==> src/hdl/utd_pkg.sv <==
// ----------------------------------------------------------------------------
// UTF-8 decoder package
// Shared types and byte constants for the UTF-8 to code point decoder.
// ----------------------------------------------------------------------------
package utd_pkg;

	localparam int CP_W        = 31;
	localparam int BYTE_W      = 8;
	localparam int REMAIN_W    = 3;
	localparam int RES_DEPTH   = 4;
	localparam int RES_PTR_W   = $clog2(RES_DEPTH);
	localparam int RES_CNT_W   = $clog2(RES_DEPTH + 1);

	localparam logic [BYTE_W-1:0] BYTE_NUL       = 8'h00;
	localparam logic [BYTE_W-1:0] BYTE_CONT_LO   = 8'h80;
	localparam logic [BYTE_W-1:0] BYTE_CONT_HI   = 8'hBF;
	localparam logic [BYTE_W-1:0] BYTE_LEAD2_LO  = 8'hC0;
	localparam logic [BYTE_W-1:0] BYTE_LEAD3_LO  = 8'hE0;
	localparam logic [BYTE_W-1:0] BYTE_LEAD4_LO  = 8'hF0;
	localparam logic [BYTE_W-1:0] BYTE_LEAD5_LO  = 8'hF8;
	localparam logic [BYTE_W-1:0] BYTE_LEAD6_LO  = 8'hFC;
	localparam logic [BYTE_W-1:0] BYTE_LEAD_MAX  = 8'hFD;

	typedef enum logic [1:0] {
		MODE_IDLE = 2'd0,
		MODE_SEQ  = 2'd1,
		MODE_HALT = 2'd2
	} decode_mode_t;

	typedef struct packed {
		logic [CP_W-1:0] code_point;
		logic            malformed;
		logic            end_of_string;
		logic            stopped_early;
	} result_t;

	// Results produced by one decode step: zero, one or two
	typedef struct packed {
		logic [1:0] num;
		result_t    r0;
		result_t    r1;
	} push_t;

	typedef struct packed {
		logic [RES_CNT_W-1:0] count;
		logic                 room2;
	} fifo_status_t;

endpackage

==> src/hdl/utd_decode.sv <==
// ----------------------------------------------------------------------------
// UTF-8 decode step
// Holds the sequence state and turns one byte into zero, one or two results.
// ----------------------------------------------------------------------------
module utd_decode
	import utd_pkg::*;
(
	input  logic              clk,
	input  logic              arst_n,
	input  logic              step,
	input  logic [BYTE_W-1:0] in_byte,
	output push_t             push
);

	decode_mode_t         mode_q, mode_d;
	logic [REMAIN_W-1:0]  remain_q, remain_d;
	logic [CP_W-1:0]      acc_q, acc_d;

	logic                 is_nul;
	logic                 is_cont;
	logic [CP_W-1:0]      acc_shift;
	logic [REMAIN_W-1:0]  remain_dec;
	push_t                push_raw;

	assign is_nul     = (in_byte == BYTE_NUL);
	assign is_cont    = (in_byte >= BYTE_CONT_LO) && (in_byte <= BYTE_CONT_HI);
	assign acc_shift  = {acc_q[CP_W-7:0], in_byte[5:0]};
	assign remain_dec = remain_q - REMAIN_W'(1);

	always_comb begin
		mode_d   = mode_q;
		remain_d = remain_q;
		acc_d    = acc_q;
		push_raw = '0;
		case (mode_q)
			MODE_HALT: begin
				// drop everything up to the terminator
				if (is_nul) begin
					push_raw.num              = 2'd1;
					push_raw.r0.end_of_string = 1'b1;
					push_raw.r0.stopped_early = 1'b1;
					mode_d                    = MODE_IDLE;
				end
			end
			MODE_SEQ: begin
				if (is_nul) begin
					push_raw.num              = 2'd2;
					push_raw.r0.code_point    = acc_q;
					push_raw.r0.malformed     = 1'b1;
					push_raw.r1.end_of_string = 1'b1;
					mode_d                    = MODE_IDLE;
				end else if (is_cont) begin
					acc_d    = acc_shift;
					remain_d = remain_dec;
					if (remain_dec == '0) begin
						push_raw.num           = 2'd1;
						push_raw.r0.code_point = acc_shift;
						mode_d                 = MODE_IDLE;
					end
				end else begin
					push_raw.num           = 2'd1;
					push_raw.r0.code_point = acc_q;
					push_raw.r0.malformed  = 1'b1;
					mode_d                 = MODE_IDLE;
					remain_d               = '0;
				end
			end
			default: begin
				mode_d = MODE_IDLE;
				if (is_nul) begin
					push_raw.num              = 2'd1;
					push_raw.r0.end_of_string = 1'b1;
				end else if (in_byte < BYTE_CONT_LO) begin
					push_raw.num           = 2'd1;
					push_raw.r0.code_point = CP_W'(in_byte);
				end else if (in_byte < BYTE_LEAD2_LO || in_byte > BYTE_LEAD_MAX) begin
					mode_d = MODE_HALT;
				end else begin
					mode_d = MODE_SEQ;
					if (in_byte < BYTE_LEAD3_LO) begin
						acc_d    = CP_W'(in_byte[4:0]);
						remain_d = REMAIN_W'(1);
					end else if (in_byte < BYTE_LEAD4_LO) begin
						acc_d    = CP_W'(in_byte[3:0]);
						remain_d = REMAIN_W'(2);
					end else if (in_byte < BYTE_LEAD5_LO) begin
						acc_d    = CP_W'(in_byte[2:0]);
						remain_d = REMAIN_W'(3);
					end else if (in_byte < BYTE_LEAD6_LO) begin
						acc_d    = CP_W'(in_byte[1:0]);
						remain_d = REMAIN_W'(4);
					end else begin
						acc_d    = CP_W'(in_byte[0]);
						remain_d = REMAIN_W'(5);
					end
				end
			end
		endcase
	end

	always_comb begin
		push = push_raw;
		if (!step) begin
			push.num = 2'd0;
		end
	end

	always_ff @(posedge clk or negedge arst_n) begin
		if (!arst_n) begin
			mode_q   <= MODE_IDLE;
			remain_q <= '0;
			acc_q    <= '0;
		end else if (step) begin
			mode_q   <= mode_d;
			remain_q <= remain_d;
			acc_q    <= acc_d;
		end
	end

endmodule

==> src/hdl/utd_result_fifo.sv <==
// ----------------------------------------------------------------------------
// UTF-8 decoder result queue
// Small queue that takes up to two results a cycle and hands out one.
// ----------------------------------------------------------------------------
module utd_result_fifo
	import utd_pkg::*;
(
	input  logic         clk,
	input  logic         arst_n,
	input  push_t        push,
	output logic         out_valid,
	input  logic         out_ready,
	output result_t      head,
	output fifo_status_t status
);

	result_t               entry_q [RES_DEPTH];
	logic [RES_PTR_W-1:0]  wr_q;
	logic [RES_PTR_W-1:0]  rd_q;
	logic [RES_CNT_W-1:0]  count_q;
	logic                  pop;
	logic [RES_PTR_W-1:0]  wr_next1;

	assign out_valid    = (count_q != '0);
	assign pop          = out_valid && out_ready;
	assign head         = entry_q[rd_q];
	assign wr_next1     = wr_q + RES_PTR_W'(1);
	assign status.count = count_q;
	assign status.room2 = (count_q <= RES_CNT_W'(RES_DEPTH - 2));

	always_ff @(posedge clk) begin
		if (push.num != 2'd0) begin
			entry_q[wr_q] <= push.r0;
		end
		if (push.num == 2'd2) begin
			entry_q[wr_next1] <= push.r1;
		end
	end

	always_ff @(posedge clk or negedge arst_n) begin
		if (!arst_n) begin
			wr_q    <= '0;
			rd_q    <= '0;
			count_q <= '0;
		end else begin
			wr_q    <= wr_q + RES_PTR_W'(push.num);
			if (pop) begin
				rd_q <= rd_q + RES_PTR_W'(1);
			end
			count_q <= count_q + RES_CNT_W'(push.num) - RES_CNT_W'(pop);
		end
	end

endmodule

==> src/hdl/utf8_to_codepoint_decoder_unit.sv <==
// ----------------------------------------------------------------------------
// UTF-8 to code point decoder
// Byte-serial decoder of zero-terminated UTF-8 strings into 31-bit code points.
// ----------------------------------------------------------------------------
// One byte is accepted per transaction, and a new byte can be taken every
// cycle. Each byte is held in an input register, decoded there by a single
// pass of compare, mask and shift logic, and its results are pushed into a
// four-entry result queue that drives the output ports. A byte yields zero,
// one or two results; the only two-result case is a terminator arriving
// inside a multibyte sequence, which gives the partial code point flagged
// malformed followed by the end marker. The results of a byte are written
// into the queue as the byte advances out of the input register, and the
// output is driven from the queue head. A held byte advances only when
// the queue has room for two results, that is when it holds two or fewer;
// with the output drained every cycle the queue never holds more than two,
// and the decoder sustains one byte per clock. A stalled output lets the
// queue climb past two results, and then the input stage holds its byte and
// drops ready. The original 1 to 6 byte lead forms are accepted. A bad lead
// byte halts the string: later bytes are dropped and the end marker carries
// stopped_early. A bad continuation byte is consumed and ends the sequence
// with a malformed result.
// ----------------------------------------------------------------------------
module utf8_to_codepoint_decoder_unit
	import utd_pkg::*;
(
	input  logic              clk,
	input  logic              arst_n,
	input  logic              in_valid,
	output logic              in_ready,
	input  logic [BYTE_W-1:0] in_byte,
	output logic              out_valid,
	input  logic              out_ready,
	output logic [CP_W-1:0]   code_point,
	output logic              malformed,
	output logic              end_of_string,
	output logic              stopped_early
);

	// input register stage
	logic              valid_s1;
	logic [BYTE_W-1:0] byte_s1;

	logic              advance;
	logic              in_fire;
	push_t             push;
	result_t           head;
	fifo_status_t      fifo_status;

	// Advance the held byte into the decoder when the queue can take the
	// worst case of two results from it.
	assign advance  = valid_s1 && fifo_status.room2;
	assign in_ready = !valid_s1 || fifo_status.room2;
	assign in_fire  = in_valid && in_ready;

	always_ff @(posedge clk or negedge arst_n) begin
		if (!arst_n) begin
			valid_s1 <= 1'b0;
		end else if (in_fire) begin
			valid_s1 <= 1'b1;
		end else if (advance) begin
			valid_s1 <= 1'b0;
		end
	end

	// payload: capture on every accepted transaction, no reset needed
	always_ff @(posedge clk) begin
		if (in_fire) begin
			byte_s1 <= in_byte;
		end
	end

	utd_decode u_decode (
		.clk     (clk),
		.arst_n  (arst_n),
		.step    (advance),
		.in_byte (byte_s1),
		.push    (push)
	);

	utd_result_fifo u_result_fifo (
		.clk       (clk),
		.arst_n    (arst_n),
		.push      (push),
		.out_valid (out_valid),
		.out_ready (out_ready),
		.head      (head),
		.status    (fifo_status)
	);

	assign code_point    = head.code_point;
	assign malformed     = head.malformed;
	assign end_of_string = head.end_of_string;
	assign stopped_early = head.stopped_early;

	// queue never overfills
	a_fifo_bound: assert property (@(posedge clk) disable iff (!arst_n)
		fifo_status.count <= RES_CNT_W'(RES_DEPTH))
		else $error("result queue count exceeds its depth");

	// a pair of results is always a malformed partial followed by the end marker
	a_pair_shape: assert property (@(posedge clk) disable iff (!arst_n)
		push.num == 2'd2 |-> push.r0.malformed && push.r1.end_of_string
			&& !push.r0.end_of_string)
		else $error("two-result step with unexpected result shape");

	// results are pushed only when the held byte advances
	a_push_on_advance: assert property (@(posedge clk) disable iff (!arst_n)
		push.num != 2'd0 |-> advance)
		else $error("result pushed without a byte advancing");

	// a byte that advances without a new one arriving leaves the input stage empty
	a_stage_drains: assert property (@(posedge clk) disable iff (!arst_n)
		advance && !in_fire |=> !valid_s1)
		else $error("input stage held a byte after it advanced");

	// stopped flag appears only on an end marker carrying no code point
	a_stop_on_end: assert property (@(posedge clk) disable iff (!arst_n)
		out_valid && stopped_early |-> end_of_string && code_point == '0)
		else $error("stopped flag on a result that is not an empty end marker");

endmodule

==> config.mk <==
export PLATFORM = sky130hd
export DESIGN_NAME = utf8_to_codepoint_decoder_unit
export DESIGN_NICKNAME = d
export VERILOG_FILES = /design/src/hdl/utd_pkg.sv /design/src/hdl/utd_decode.sv /design/src/hdl/utd_result_fifo.sv /design/src/hdl/utf8_to_codepoint_decoder_unit.sv
export SDC_FILE = /design/constraint.sdc
export NUM_CORES = 1
export LEC_CHECK = 0
export ABC_AREA = 0
export BUFFER_PORTS_ARGS = -buffer_cell sky130_fd_sc_hd__buf_4
export CORE_MARGIN = 3
export CORE_UTILIZATION = 40
export DETAILED_ROUTE_END_ITERATION = 12
export SYNTH_ARGS = -nofsm -noshare
export SYNTH_HDL_FRONTEND = slang
export SYNTH_SLANG_ARGS = --single-unit
export TNS_END_PERCENT = 50
==> constraint.sdc <==
create_clock -name clk -period 3.3 [get_ports clk]
set_input_delay 0.66 -clock clk [delete_from_list [all_inputs] [get_ports clk]]
set_output_delay 0.66 -clock clk [all_outputs]
set_load 0.03 [all_outputs]
Word level (Yosys, flattened, before mapping)
Memories as Yosys holds them, arrays and structs flattened.
Index checks and enable logic that the tools add are counted.
- memory bits (read-only): 0
- output and inout port bits: 36
- RAM bits: 136
- latch bits: 0
- register bits: 52
- input port bits: 12
- memories kept: 1
- word-level logic and storage cells: 101
- reductions and logical operators: 15
- multiply operators: 0
- bitwise gates (word level): 2
- $lt $le $gt $ge: 10
- shifts and indexed selects: 0
- eq/ne operators: 8
- add/subtract/negate cells: 6
- mux-type cells: 51
- div/mod/pow operators: 0
- memory list (name ; depth ; bits a word ; read ports ; clocked after memory_dff ; wr ports ; RTL line ; source):
    u_result_fifo.entry_q ; 4 ; 34 ; 1 ; 0 ; 2 ; utd_result_fifo.sv:17 ; result_t entry_q [RES_DEPTH];
- operator list (kind ; number):
    31-bit two-way mux ; 8
    31-bit case mux with 2 select lines ; 2
    32-bit two-way mux ; 2
    8-bit less-than comparator (second input constant) ; 6
    34-bit two-way mux ; 1
    33-bit two-way mux ; 1
    3-bit two-way mux ; 9
    2-bit two-way mux ; 11
    1-bit two-way mux ; 13
    8-bit greater-or-equal comparator (second input constant) ; 1
    8-bit greater-than comparator (second input constant) ; 1
    8-bit less-or-equal comparator (second input constant) ; 1
    8-bit logical NOT ; 1
    2-bit case mux with 2 select lines ; 2
    3-bit case mux with 2 select lines ; 1
    6-bit AND reduction ; 1
    5-bit AND reduction ; 1
    2-bit by 1-bit adder with 2-bit output (second input constant) ; 2
    2-bit == test (second input constant) ; 2
    1-bit logical AND ; 4
    2-bit by 1-bit != test with 1-bit output (second input constant) ; 2
    2-bit != test (second input constant) ; 2
    4-bit by 3-bit != test with 1-bit output (second input constant) ; 1
    2-bit nonzero test ; 2
    other kinds (13) ; 15

Longest topological paths before layout
Gate-level depths: netlist of run 1.
- word-level depth: 10
- depth in mapped cells: 12
- gate-level depth less buffers: 11

Modules after synthesis
From an unflattened synthesis of run 1, not the netlist that was laid out.
- cell total of the unflattened synthesis: 684
- area total of the unflattened synthesis: 9894.5 um^2
- modules (own cells, without submodules) (module ; instances ; cells each ; sequential area each (um^2) ; area each (um^2)):
    utd_result_fifo ; 1 ; 374 ; 4259.1 ; 7028.0
    utd_decode ; 1 ; 297 ; 900.9 ; 2566.2
    utf8_to_codepoint_decoder_unit ; 1 ; 13 ; 265.3 ; 300.3

Least setup slack after synthesis of run 1
No wires, ideal clock.
- path kind: register to register
- from: register byte_s1[3]
- to: register u_result_fifo.count_q[2]
- data arrival time: 2.415 ns
- setup time: 0.123 ns
- clock period less this slack: 2.538 ns
- path buffers: 2
- required time: 3.177 ns
- cell stages (with the launch flop): 11
- path slack: 0.762 ns
- path through: edfxtp_1 -> nor4_2 -> and2_1 -> buf_2 -> buf_2 -> nand3_1 -> ha_1 -> inv_1 -> fa_1 -> xnor2_1 -> xnor2_1
- cells in the longest elaborated chain, start to end: 8
- elaborated cells on any way between the ends: 14
- those cells by class: add/sub: 2; order compare: 3; mux: 7; reduce/logical: 2
- ends and longest elaborated chain (what ; RTL line ; source):
    start: declaration ; utf8_to_codepoint_decoder_unit.sv:41 ; logic [BYTE_W-1:0] byte_s1;
    start signal: assignment ; utf8_to_codepoint_decoder_unit.sv:68 ; byte_s1 <= in_byte;
    8-bit greater-or-equal comparator or 8-bit less-or-equal comparator (tied branches) ; utd_decode.sv:26 ; assign is_cont = (in_byte >= BYTE_CONT_LO) && (in_byte <= BYTE_CONT_HI);
    1-bit logical AND ; utd_decode.sv:26 ;
    33-bit two-way mux ; utd_decode.sv:52 ; end else if (is_cont) begin
    34-bit two-way mux ; utd_decode.sv:46 ; if (is_nul) begin
    2-bit case mux with 2 select lines * ; utd_decode.sv:35 ; case (mode_q)
    2-bit two-way mux * ; utd_decode.sv:103 ; if (!step) begin
    3-bit by 2-bit adder with 3-bit output * ; utd_result_fifo.sv:50 ; count_q <= count_q + RES_CNT_W'(push.num) - RES_CNT_W'(pop);
    3-bit by 1-bit subtractor with 3-bit output * ; utd_result_fifo.sv:50 ;
    end signal: assignment ; utd_result_fifo.sv:50 ;
    end: declaration ; utd_result_fifo.sv:20 ; logic [RES_CNT_W-1:0] count_q;
Every way passes the cells marked *; elsewhere a longest branch is shown, timed or not.
A chain may end at the register's enable or synchronous reset.

Worst setup path after layout of run 1
- from: register u_result_fifo.rd_q[1]
- to: output port code_point[1]
- cells in the longest elaborated chain, start to end: 1
- ends and longest elaborated chain (what ; RTL line ; source):
    start: declaration ; utd_result_fifo.sv:19 ; logic [RES_PTR_W-1:0] rd_q;
    start signal: assignment ; utd_result_fifo.sv:48 ; rd_q <= rd_q + RES_PTR_W'(1);
    memory read 4 x 34 bit ; n/a ;
    end: declaration ; utf8_to_codepoint_decoder_unit.sv:33 ; output logic [CP_W-1:0] code_point,
No other way between the ends.

==> out/qor.yml, run 1 <==
run_status:
  status: "complete, no violations"
worst_setup_path:
  r2r-end: "u_result_fifo.entry_q[3][1]$_DFFE_PP_"
  crit_arrival_ns: 2.11
  reg2reg_from: "u_decode.mode_q[0]$_DFFE_PN0P_"
  start_kind: "flop"
  reg2reg_depth: 8
  crit_path_end_kind: "output port"
  cp_max_fo: 14
  rrSetupSlack_ns: 0.68
  critical_path_required_ns: 2.64
  critical_path_class: "reg -> out"
floorplan:
  die_area_sq_mm: 0.0234
  die_w_microns: 153
  rows: 53
  core_area_sq_mm: 0.0211
  num_io_pins: 48
  start_util: 0.409
  dieHeight_microns: 153
timing:
  skew_ns: 0.00904
  period_needed_ns: 2.77
  drv_slew: 0
  final_hold_viol_count: 0
  setup_ws_ns: 0.531
  tightestPinTransition_ns: 0.621
  max_freq_mhz: 361
  fin_tns_setup_ns: 0
  post-route-period-util: 0.839
  setup_violations: 0
  hold_ws_ns: 0.250
  rsz0062_at_grt: "false"
  slew_headroom: 0.586
grt:
  grt_start_max_net_pins: 59
  grt_usage: 0.193
  first_global_vias: 6690
  antenna_found_initial: 0
  gr-total-overflow: 0
  grt_pass1_wl_mm: 36.3
cts:
  clkTransAtPathRegs_ns: 0.07
  clockBufferDepth: 2
  cts.sinks: 188
  root_buffer: "clkbuf_16"
  cts_setup_buffers: 0
  cts_tree: "built"
  insertion_delay_ns: 0.43
  htreeDepth: 4
  cts_buffers: 17
  hold_buffers: 0
  post_cts_resized: 0
final_layout:
  area_growth_pct: 13.9
  num_antenna_cells: 0
  fin_cells: 1298
  layout_common_cells: "358 x nand2_1, 132 x dfxtp_1, 124 x o21ai_0, 71 x buf_4, 42 x dfrtp_1"
  drive_above_1_share: 0.151
  design_area_sq_mm: 0.00983
  finish.utilization: 0.466
  final_common_cell: "nand2_1"
  final_nets: 1032
drt:
  final_antenna_net_count: 0
  drc_errors: 0
  via_per_inst: 5.34
  avgRoutedWirePerCell_microns: 17.0
  vias: 6930
  wl_mm: 22.0
  drtIter0Drc: 606
  drt_pass1_iterations: 6
power_and_ir_drop:
  combPwrFrac: 0.302
  internal_power_mw: 4.70
  vdd_drop_max_uv: 327
  power.switching_mw: 2.66
  p_sw_frac: 0.361
  power_frac_clock: 0.296
  power_frac_seq: 0.402
  power.density_mw_per_mm2: 748
  finalPower_mw: 7.35
  p_leak_nw: 3.58
placement:
  io_buffer_count: 47
  hpwl_mm: 14.0
  dpl_cell_area_sq_mm: 0.00921
  pre_cts_ws_ns: 0.693
  place_inst: 1267
  routabilityCongestion: 0.819
synthesis:
  yosys_warnings: 0
  ys_ff_latch: 188
  synthTopCellsByArea: "dfxtp_1 31%, nand2_1 16%, dfrtp_1 13%"
  synth_area_sq_mm: 0.00863
  yosysSeqAreaShare: 0.475
  netlist.area_leader.share: 0.306
  syn_area_per_cell_sq_um: 8.67
  synthDistinctLibCells: 56
  synthCells: 996
  synth.largest_area_cell: "dfxtp_1"
  synth_nets: 1017
worst_hold_path:
  hp-class: "in -> async"
job:
  drv_cap: 0
-- how the worst max path moves through the flow --
stage,start,end,slack (ns),cells after the start
after floorplan,byte_s1[3]$_DFFE_PP_,u_result_fifo.count_q[2]$_DFF_PN0_,0.76,10
after global placement,byte_s1[7]$_DFFE_PP_,u_result_fifo.count_q[2]$_DFF_PN0_,0.73,9
after detailed placement,byte_s1[7]$_DFFE_PP_,u_result_fifo.count_q[2]$_DFF_PN0_,0.69,9
after CTS,u_result_fifo.rd_q[1]$_DFFE_PN0P_,code_point[1],0.48,3
after global routing,u_result_fifo.rd_q[1]$_DFFE_PN0P_,code_point[1],0.44,3
final,u_result_fifo.rd_q[1]$_DFFE_PN0P_,code_point[1],0.53,3
-- synth_stat cells (all sizes together) --
library cell and instances:
and4 1, o32ai 1, a211o 1, nand2 358, nand3b 1, a22o 6, fa 1, nor3 1
buf 37, a22oi 1, mux4 34, a211oi 1, xor2 2, and3 1, o31ai 3, mux2i 1
inv 14, nand3 17, o211ai 4, dfrtp 44, o2bb2ai 2, a31oi 5, and2 4, mux2 1
dfxtp 132, and3b 1, a311oi 1, o21ai 165, a41o 1, nor2 6, a21oi 32, xnor2 5
or3 1, nor2b 7, ha 8, nor3b 1, nand4bb 1, nand2b 7, clkbuf 40, a21o 2
nand4 31, nor4 2, edfxtp 12
-- final cells by class --
type | instances | area (sq um)
Timing Repair Buffer | 73 | 573
Inverter | 14 | 52.6
Multi-Input combinational cell | 717 | 4130
Tap cell | 275 | 344
Clock buffer | 21 | 503
Clock inverter | 10 | 124
Fill cell | 2007 | 11300
Sequential cell | 188 | 4110
-- worst max-delay path, cell delays in order, from the launching register on --
cell,delay [ns]
dfrtp_2,0.59
buf_4,0.34
mux4_2,0.55
buf_4,0.19
-- power groups by stage --
| stage | clock network [mW] | logic, mW | registers, mW |
|---|---|---|---|
| after floorplan | 0 | 1.69 | 2.84 |
| after global placement | 0 | 2.22 | 2.99 |
| after detailed placement | 0 | 2.23 | 3.00 |
| after CTS | 2.21 | 2.24 | 2.96 |
| after global routing | 2.31 | 2.44 | 3.00 |
| final | 2.17 | 2.22 | 2.96 |
-- registers in the layout, indices dropped and copies added (netlist names) --
register               count
byte_s1                    8
u_decode.acc_q            31
u_decode.mode_q            2
u_decode.remain_q          3
u_result_fifo.count_q      3
u_result_fifo.entry_q    136
u_result_fifo.rd_q         2
u_result_fifo.wr_q         2
valid_s1                   1
-- metal layers --
layer,track usage,vias to the layer above,routed length (microns)
li1,-,3433,-
met1,0.268,3282,10300
met2,0.306,182,10300
met3,0.0379,33,1050
met4,0.0585,0,429
met5,0,-,0
-- logic make-up after synthesis --
kind of cell               Yosys count  share of synthesized area
and+or+nand+nor                    440                      0.217
muxes                               36                     0.0912
xor gates and xnor gates             7                    0.00797
buffers and inverters               91                     0.0513
AOI/OAI and AO/OA                  225                      0.143
adders and majority gates            9                     0.0139
DFF                                188                      0.475
Power figures use the tool's default switching activity.
==> inputs of run 2 (changes only) <==
- clock period: 3.3 -> 2.75 ns (I/O delays scaled with it)
==> out/qor.yml, run 2 (synthesized netlist as in run 1, its figures left out) <==
grt:
  grt_start_max_net_pins: 61  # +3.4%
  first_global_vias: 6637  # -0.79%
  grt_usage: 0.188  # -0.00462
  antenna_found_initial: 0  # unchanged
  grt_pass1_wl_mm: 35.8  # -1.3%
  gr-total-overflow: 0  # unchanged
placement:
  pre_cts_ws_ns: 0.368  # -0.325 ns
  routabilityCongestion: 0.804  # -1.9%
  place_inst: 1275  # +0.63%
  io_buffer_count: 47  # unchanged
  hpwl_mm: 13.8  # -1.3%
  dpl_cell_area_sq_mm: 0.00932  # +1.2%
floorplan:
  rows: 53  # unchanged
  dieHeight_microns: 153  # unchanged
  die_area_sq_mm: 0.0234  # unchanged
  num_io_pins: 48  # unchanged
  die_w_microns: 153  # unchanged
  core_area_sq_mm: 0.0211  # unchanged
  start_util: 0.409  # unchanged
worst_setup_path:
  critical_path_class: "reg -> out"
  crit_arrival_ns: 1.89  # -0.22 ns
  cp_max_fo: 36  # +22
  path_buf_inv: 2  # unchanged
  path_delay_family: "multiplexers"
  setup.worst_path.start: "u_result_fifo.rd_q[0]$_DFFE_PN0P_"
  critical_path_required_ns: 2.20  # -0.44 ns
  crit_path_end_kind: "output port"
  reg2reg_from: "byte_s1[3]$_DFFE_PP_"
  slowest_delay_ns: 0.58  # about the same
  crit_path_top_delay_cell: "mux4_2"
  cp_cell_sequence: "buf_12 > mux4_2 > buf_4"
  start_kind: "flop"
drt:
  drtIter0Drc: 595  # -1.8%
  wl_met2_mm: 10.2  # -1.2%
  final_antenna_net_count: 0  # unchanged
  wl_mm: 21.6  # -2.1%
  route.met3.wl_microns: 904  # -14%
  drt_pass1_iterations: 5  # -1
  m1WireLength_mm: 10.3  # +0.58%
  via_per_inst: 5.26  # -1.5%
  avgRoutedWirePerCell_microns: 16.5  # -2.8%
  vias: 6873  # -0.82%
  drc_errors: 0  # unchanged
  top_layer: "met4"
final_layout:
  final_nets: 1040  # +0.78%
  top_regs: "u_result_fifo.entry_q x136, u_decode.acc_q x31, byte_s1 x8"
  drive_above_1_share: 0.158  # +0.00741
  fillers: 2018  # +0.55%
  largest_reg_flops: 136  # unchanged
  num_antenna_cells: 0  # unchanged
  layout_common_cells: "358 x nand2_1, 132 x dfxtp_1, 124 x o21ai_0, 75 x buf_4, 42 x dfrtp_1"
  design_area_sq_mm: 0.00991  # +0.81%
  regArea_sq_mm: 0.00411  # unchanged
  largest-register: "u_result_fifo.entry_q"
  final_common_cell: "nand2_1"
  fin_cells: 1307  # +0.69%
  multi_input_area_sq_mm: 0.00413  # unchanged
  area_growth_pct: 14.9
cts:
  cts_setup_buffers: 0  # unchanged
  insertion_delay_ns: 0.44  # about the same
  htreeDepth: 4  # unchanged
  cts.sinks: 188  # unchanged
  hold_buffers: 0  # unchanged
  cts_buffers: 17  # unchanged
  root_buffer: "clkbuf_16"
  post_cts_resized: 0  # unchanged
  cts_tree: "built"
  clockBufferDepth: 2  # unchanged
  clkTransAtPathRegs_ns: 0.07  # about the same
timing:
  period_needed_ns: 2.44
  drv_slew: 0  # unchanged
  setup_violations: 0  # unchanged
  slew_headroom: 0.600  # +0.0140
  rsz0062_at_grt: "false"
  fin_tns_setup_ns: 0  # unchanged
  max_freq_mhz: 409
  skew_ns: 0.0126  # +0.00353 ns
  final_hold_viol_count: 0  # unchanged
  tightestPinTransition_ns: 0.600  # -0.0209 ns
  post-route-period-util: 0.889
  setup_ws_ns: 0.306  # -0.225 ns
power_and_ir_drop:
  power.density_mw_per_mm2: 886  # +19%
  p_leak_nw: 3.62  # +1.1%
  vdd_drop_max_uv: 574  # +75%
  finalPower_mw: 8.78  # +19%
job:
  drv_cap: 0  # unchanged
worst_hold_path:
  hp-class: "in -> async"
run_status:
  status: "complete, no violations"
## run 2: worst paths after layout
kind,endpoint,slack (ns),cells after the start
max,code_point[22],0.31,3
min,u_decode.acc_q[12]$_DFFE_PN0P_,0.12,1
max reg2reg,u_result_fifo.count_q[1]$_DFF_PN0_,0.36,7
min reg2reg,u_result_fifo.entry_q[0][21]$_SDFFE_PP0P_,0.45,2
max in group asynchronous,u_result_fifo.rd_q[1]$_DFFE_PN0P_,2.20,1
min in group clk,byte_s1[6]$_DFFE_PP_,0.29,1
## run 2: per-layer routing
| layer | vias up | track usage |
|---|---|---|
| met5 | - | 0 |
| li1 | 3445 | - |
| met2 | 127 | 0.305 |
| met4 | 0 | 0.0382 |
| met1 | 3289 | 0.264 |
| met3 | 12 | 0.0388 |
## run 2: final cells by class
type,instances,share of cell area
Multi-Input combinational cell,717,0.417
Sequential cell,188,0.414
Timing Repair Buffer,81,0.0689
Clock buffer,19,0.0457
Tap cell,275,0.0347
Clock inverter,13,0.0145
Inverter,14,0.00530
## run 2: through the flow
stage,hold WS [ns],util
5_1_grt,0.166,0.470
4_1_cts,0.142,0.470
6_report,0.118,0.470
3_3_place_gp,0.433,0.442
3_5_place_dp,0.438,0.442
2_1_floorplan,0.254,-
## run 2: worst register-to-register path, cell delays in order, from the launching register on
cell and delay [ns]:
edfxtp_1 0.42, nor4_2 0.40, and2_1 0.23, buf_4 0.19, nand2_1 0.12, a31oi_1 0.30, ha_1 0.21, fa_1 0.41
## run 2: power by group
group | switching, mW | internal [mW] | leakage (nW) | total [mW]
clock network | 1.16 | 1.34 | 0.293 | 2.50
registers | 0.303 | 3.15 | 1.76 | 3.45
logic | 1.78 | 1.05 | 1.57 | 2.83
total | 3.24 | 5.54 | 3.62 | 8.78
==> inputs of run 3 (changes only) <==
- SYNTH_HIERARCHICAL: unset -> 1
==> out/qor.yml, run 3 <==
drt:
  drc_errors: 0  # unchanged
  via_per_inst: 5.39  # +2.4%
  vias: 5843  # -15%
  wl_mm: 21.7  # +0.77%
  avgRoutedWirePerCell_microns: 20.0  # +21%
  drt_pass1_iterations: 5  # unchanged
  drtIter0Drc: 415  # -30%
  final_antenna_net_count: 0  # unchanged
worst_setup_path:
  reg2reg_depth: 12  # +5
  cp_max_fo: 7  # -81%
  r2r-end: "u_result_fifo/entry_q[2][23]$_DFFE_PP_"
  crit_arrival_ns: 2.95  # +1.06 ns
  cp_cell_sequence: "inv_2 > ha_4 > nand2b_4 > and3_4 > o211a_1 > o311a_4 > buf_6 > or3b_4 > a21oi_4 > buf_12 > buf_12 > buf_16"
  critical_path_class: "reg -> reg"
  rrSetupSlack_ns: -0.05  # -0.41 ns
  crit_path_end_kind: "flop"
  start_kind: "flop"
  crit_path_top_delay_cell: "dfrtp_1"
  slowest_delay_ns: 0.38  # -0.20 ns
  cpMostUsedCell: "buf_12"
  reg2reg_from: "u_decode/remain_q[0]$_DFFE_PN0P_"
  crit_path_end: "u_result_fifo/entry_q[2][23]$_DFFE_PP_"
  critical_path_required_ns: 2.90  # +0.70 ns
  setup.worst_path.start: "u_decode/remain_q[0]$_DFFE_PN0P_"
placement:
  hpwl_mm: 13.4  # -2.9%
  io_buffer_count: 47  # unchanged
  routabilityCongestion: 0.769  # -4.4%
  place_inst: 1045  # -18%
floorplan:
  die_w_microns: 163  # +6.8%
  start_util: 0.414  # +0.00478
  dieHeight_microns: 163  # +6.8%
  rows: 56  # +5.7%
  die_area_sq_mm: 0.0267  # +14%
  core_area_sq_mm: 0.0239  # +13%
  num_io_pins: 48  # unchanged
cts:
  clockBufferDepth: 2  # unchanged
  root_buffer: "clkbuf_16"
  cts.sinks: 188  # unchanged
  insertion_delay_ns: 0.44  # about the same
  cts_buffers: 17  # unchanged
  cts_tree: "built"
  htreeDepth: 4  # unchanged
  clkTransAtPathRegs_ns: 0.07  # about the same
timing:
  skew_ns: 0.0140  # +0.00147 ns
  drv_slew: 0  # unchanged
  rsz0062_at_grt: "true"
  slew_headroom: 0.596  # -0.00371
  post-route-period-util: 1.02  # +0.128
  hold_ws_ns: 0.121  # +0.00246 ns
  setup_violations: 35  # +35
  setup_ws_ns: -0.0464  # -0.352 ns
  final_hold_viol_count: 0  # unchanged
  period_needed_ns: 2.80  # +0.352 ns
  tightestPinTransition_ns: 0.606  # +0.00557 ns
  max_freq_mhz: 358  # -13%
  fin_tns_setup_ns: -0.519  # -0.519 ns
power_and_ir_drop:
  p_leak_nw: 4.52  # +25%
  combPwrFrac: 0.408  # +0.086
  vdd_drop_max_uv: 767  # +34%
  power.density_mw_per_mm2: 950  # +7.2%
  finalPower_mw: 11.0  # +25%
  p_sw_frac: 0.359  # -0.0103
  power.switching_mw: 3.94  # +21%
  power_frac_clock: 0.221  # -0.064
  power_frac_seq: 0.371  # -0.022
  internal_power_mw: 7.03  # +27%
grt:
  grt_start_max_net_pins: 45  # -26%
  gr-total-overflow: 0  # unchanged
  grt_usage: 0.172  # -0.0155
  grt_pass1_wl_mm: 34.8  # -2.8%
  antenna_found_initial: 0  # unchanged
  first_global_vias: 6249  # -5.8%
synthesis:
  yosysSeqAreaShare: 0.548  # +0.0729
  synthDistinctLibCells: 53  # -5.4%
  synth_edf_count: 144  # +132
  syn_area_per_cell_sq_um: 14.5  # +67%
  ys_ff_latch: 188  # unchanged
  synth_area_sq_mm: 0.00989  # +15%
  ys_top_cells_by_count: "144 x edfxtp_1, 138 x mux2_2, 44 x dfrtp_1"
  synth_most_common_cell: "edfxtp_1"
  yosys_warnings: 6  # +6
  synthCells: 684  # -31%
  synthTopCellsByArea: "edfxtp_1 44%, mux2_2 16%, dfrtp_1 11%"
  synth.largest_area_cell: "edfxtp_1"
  ys_async_sr_fraction: 0.234  # unchanged
  ys.flop_type: "edfxtp_1"
  netlist.area_leader.share: 0.437  # +0.131
final_layout:
  top_regs: "u_result_fifo/entry_q x136, u_decode/acc_q x31, byte_s1 x8"
  final_nets: 774  # -26%
  num_antenna_cells: 0  # unchanged
  drive_above_1_share: 0.427  # +0.269
  finish.utilization: 0.483  # +0.0130
  final_common_cell: "edfxtp_1"
  largest-register: "u_result_fifo/entry_q"
  layout_common_cells: "144 x edfxtp_1, 138 x mux2_2, 73 x buf_4, 43 x dfrtp_1, 41 x inv_1"
  largest_reg_flops: 136  # unchanged
  fillers: 2038  # +0.99%
  area_growth_pct: 16.7
  fin_cells: 1085  # -17%
run_status:
  violations: "negative setup slack"
  status: "finished, violations left"
job:
  drv_cap: 0  # unchanged
worst_hold_path:
  hp-class: "in -> async"
==> run 3: cell count changes after synthesis, sizes merged, moves of 27 or more <==
cell / before / now
nand4: 31 / 2
a21oi: 32 / 5
mux2: 1 / 141
buf: 37 / 65
edfxtp: 12 / 144
inv: 14 / 43
clkbuf: 40 / 12
dfxtp: 132 / 0
o21ai: 165 / 5
nand2: 358 / 30
mux2i: 1 / 31
==> run 3: per-layer routing <==
metal	vias to the layer above	global-route usage	share of wire
met5	-	0	0
met4	0	0.0554	0.014
met3	25	0.0385	0.043
met2	159	0.286	0.50
met1	3022	0.226	0.44
li1	2637	-	-
==> run 3: power groups by stage <==
stage / registers [mW] / clock network [mW] / logic, mW
after detailed placement: 4.12 / 0 / 4.31
after global routing: 4.13 / 2.60 / 4.80
final: 4.06 / 2.43 / 4.48
after global placement: 4.08 / 0 / 4.27
after CTS: 4.07 / 2.49 / 4.54
after floorplan: 3.98 / 0 / 3.00
==> run 3: through the flow <==
stage / setup slack (ns) / area [sq um]
final: -0.0464 / 11500
after global routing: -0.124 / 11500
after CTS: -0.0425 / 11600
after detailed placement: -0.115 / 10800
after global placement: -0.118 / 10800
after floorplan: -0.240 / 10100
==> run 3: layout make-up <==
cell class,instances,area (sq um),area share
sequential,188,5430,0.470
clock buffer,17,425,0.0368
multi-input combinational,408,4010,0.348
tap,319,399,0.0346
inverter,43,161,0.0140
timing repair buffer,95,970,0.0840
clock inverter,15,150,0.0130
==> run 3: critical path: cells and delay by family, from the launching register on <==
kind	cells	cell delay, ns
DFF	1	0.38
AOI/OAI and AO/OA	3	0.74
and+or+nand+nor	3	0.66
buffers and inverters	5	0.55
adders and majority gates	1	0.18
==> run 3: cells by family after synthesis <==
logic type,Yosys count,synth area share
compound gates,53,0.0397
xor+xnor,6,0.00531
fa+ha+maj,9,0.0121
buf+inv,120,0.0687
flops,188,0.548
mux,206,0.270
other cells,1,0.000379
simple gates,101,0.0559
==> run 3: worst min path at each step <==
stage / slack, ns / start / to
floorplan: 0.25 / arst_n / u_decode/acc_q[0]$_DFFE_PN0P_
CTS: 0.13 / arst_n / u_result_fifo/rd_q[0]$_DFFE_PN0P_
global route: 0.15 / arst_n / u_result_fifo/count_q[2]$_DFF_PN0_
global placement: 0.49 / u_decode/remain_q[1]$_DFFE_PN0P_ / u_decode/remain_q[1]$_DFFE_PN0P_
detailed placement: 0.50 / u_decode/remain_q[1]$_DFFE_PN0P_ / u_decode/remain_q[1]$_DFFE_PN0P_
finish: 0.12 / arst_n / u_result_fifo/rd_q[0]$_DFFE_PN0P_
==> run 3: timing repair <==
item                                    4_1_cts  5_1_grt
endpoints found under the setup margin      246       91
hold buffers                                  0        0
resized for setup                            10        5
gates cloned                                  2        0
buffers inserted                              6        2
hold endpoints to repair                      0        0
pin swaps                                     2        3
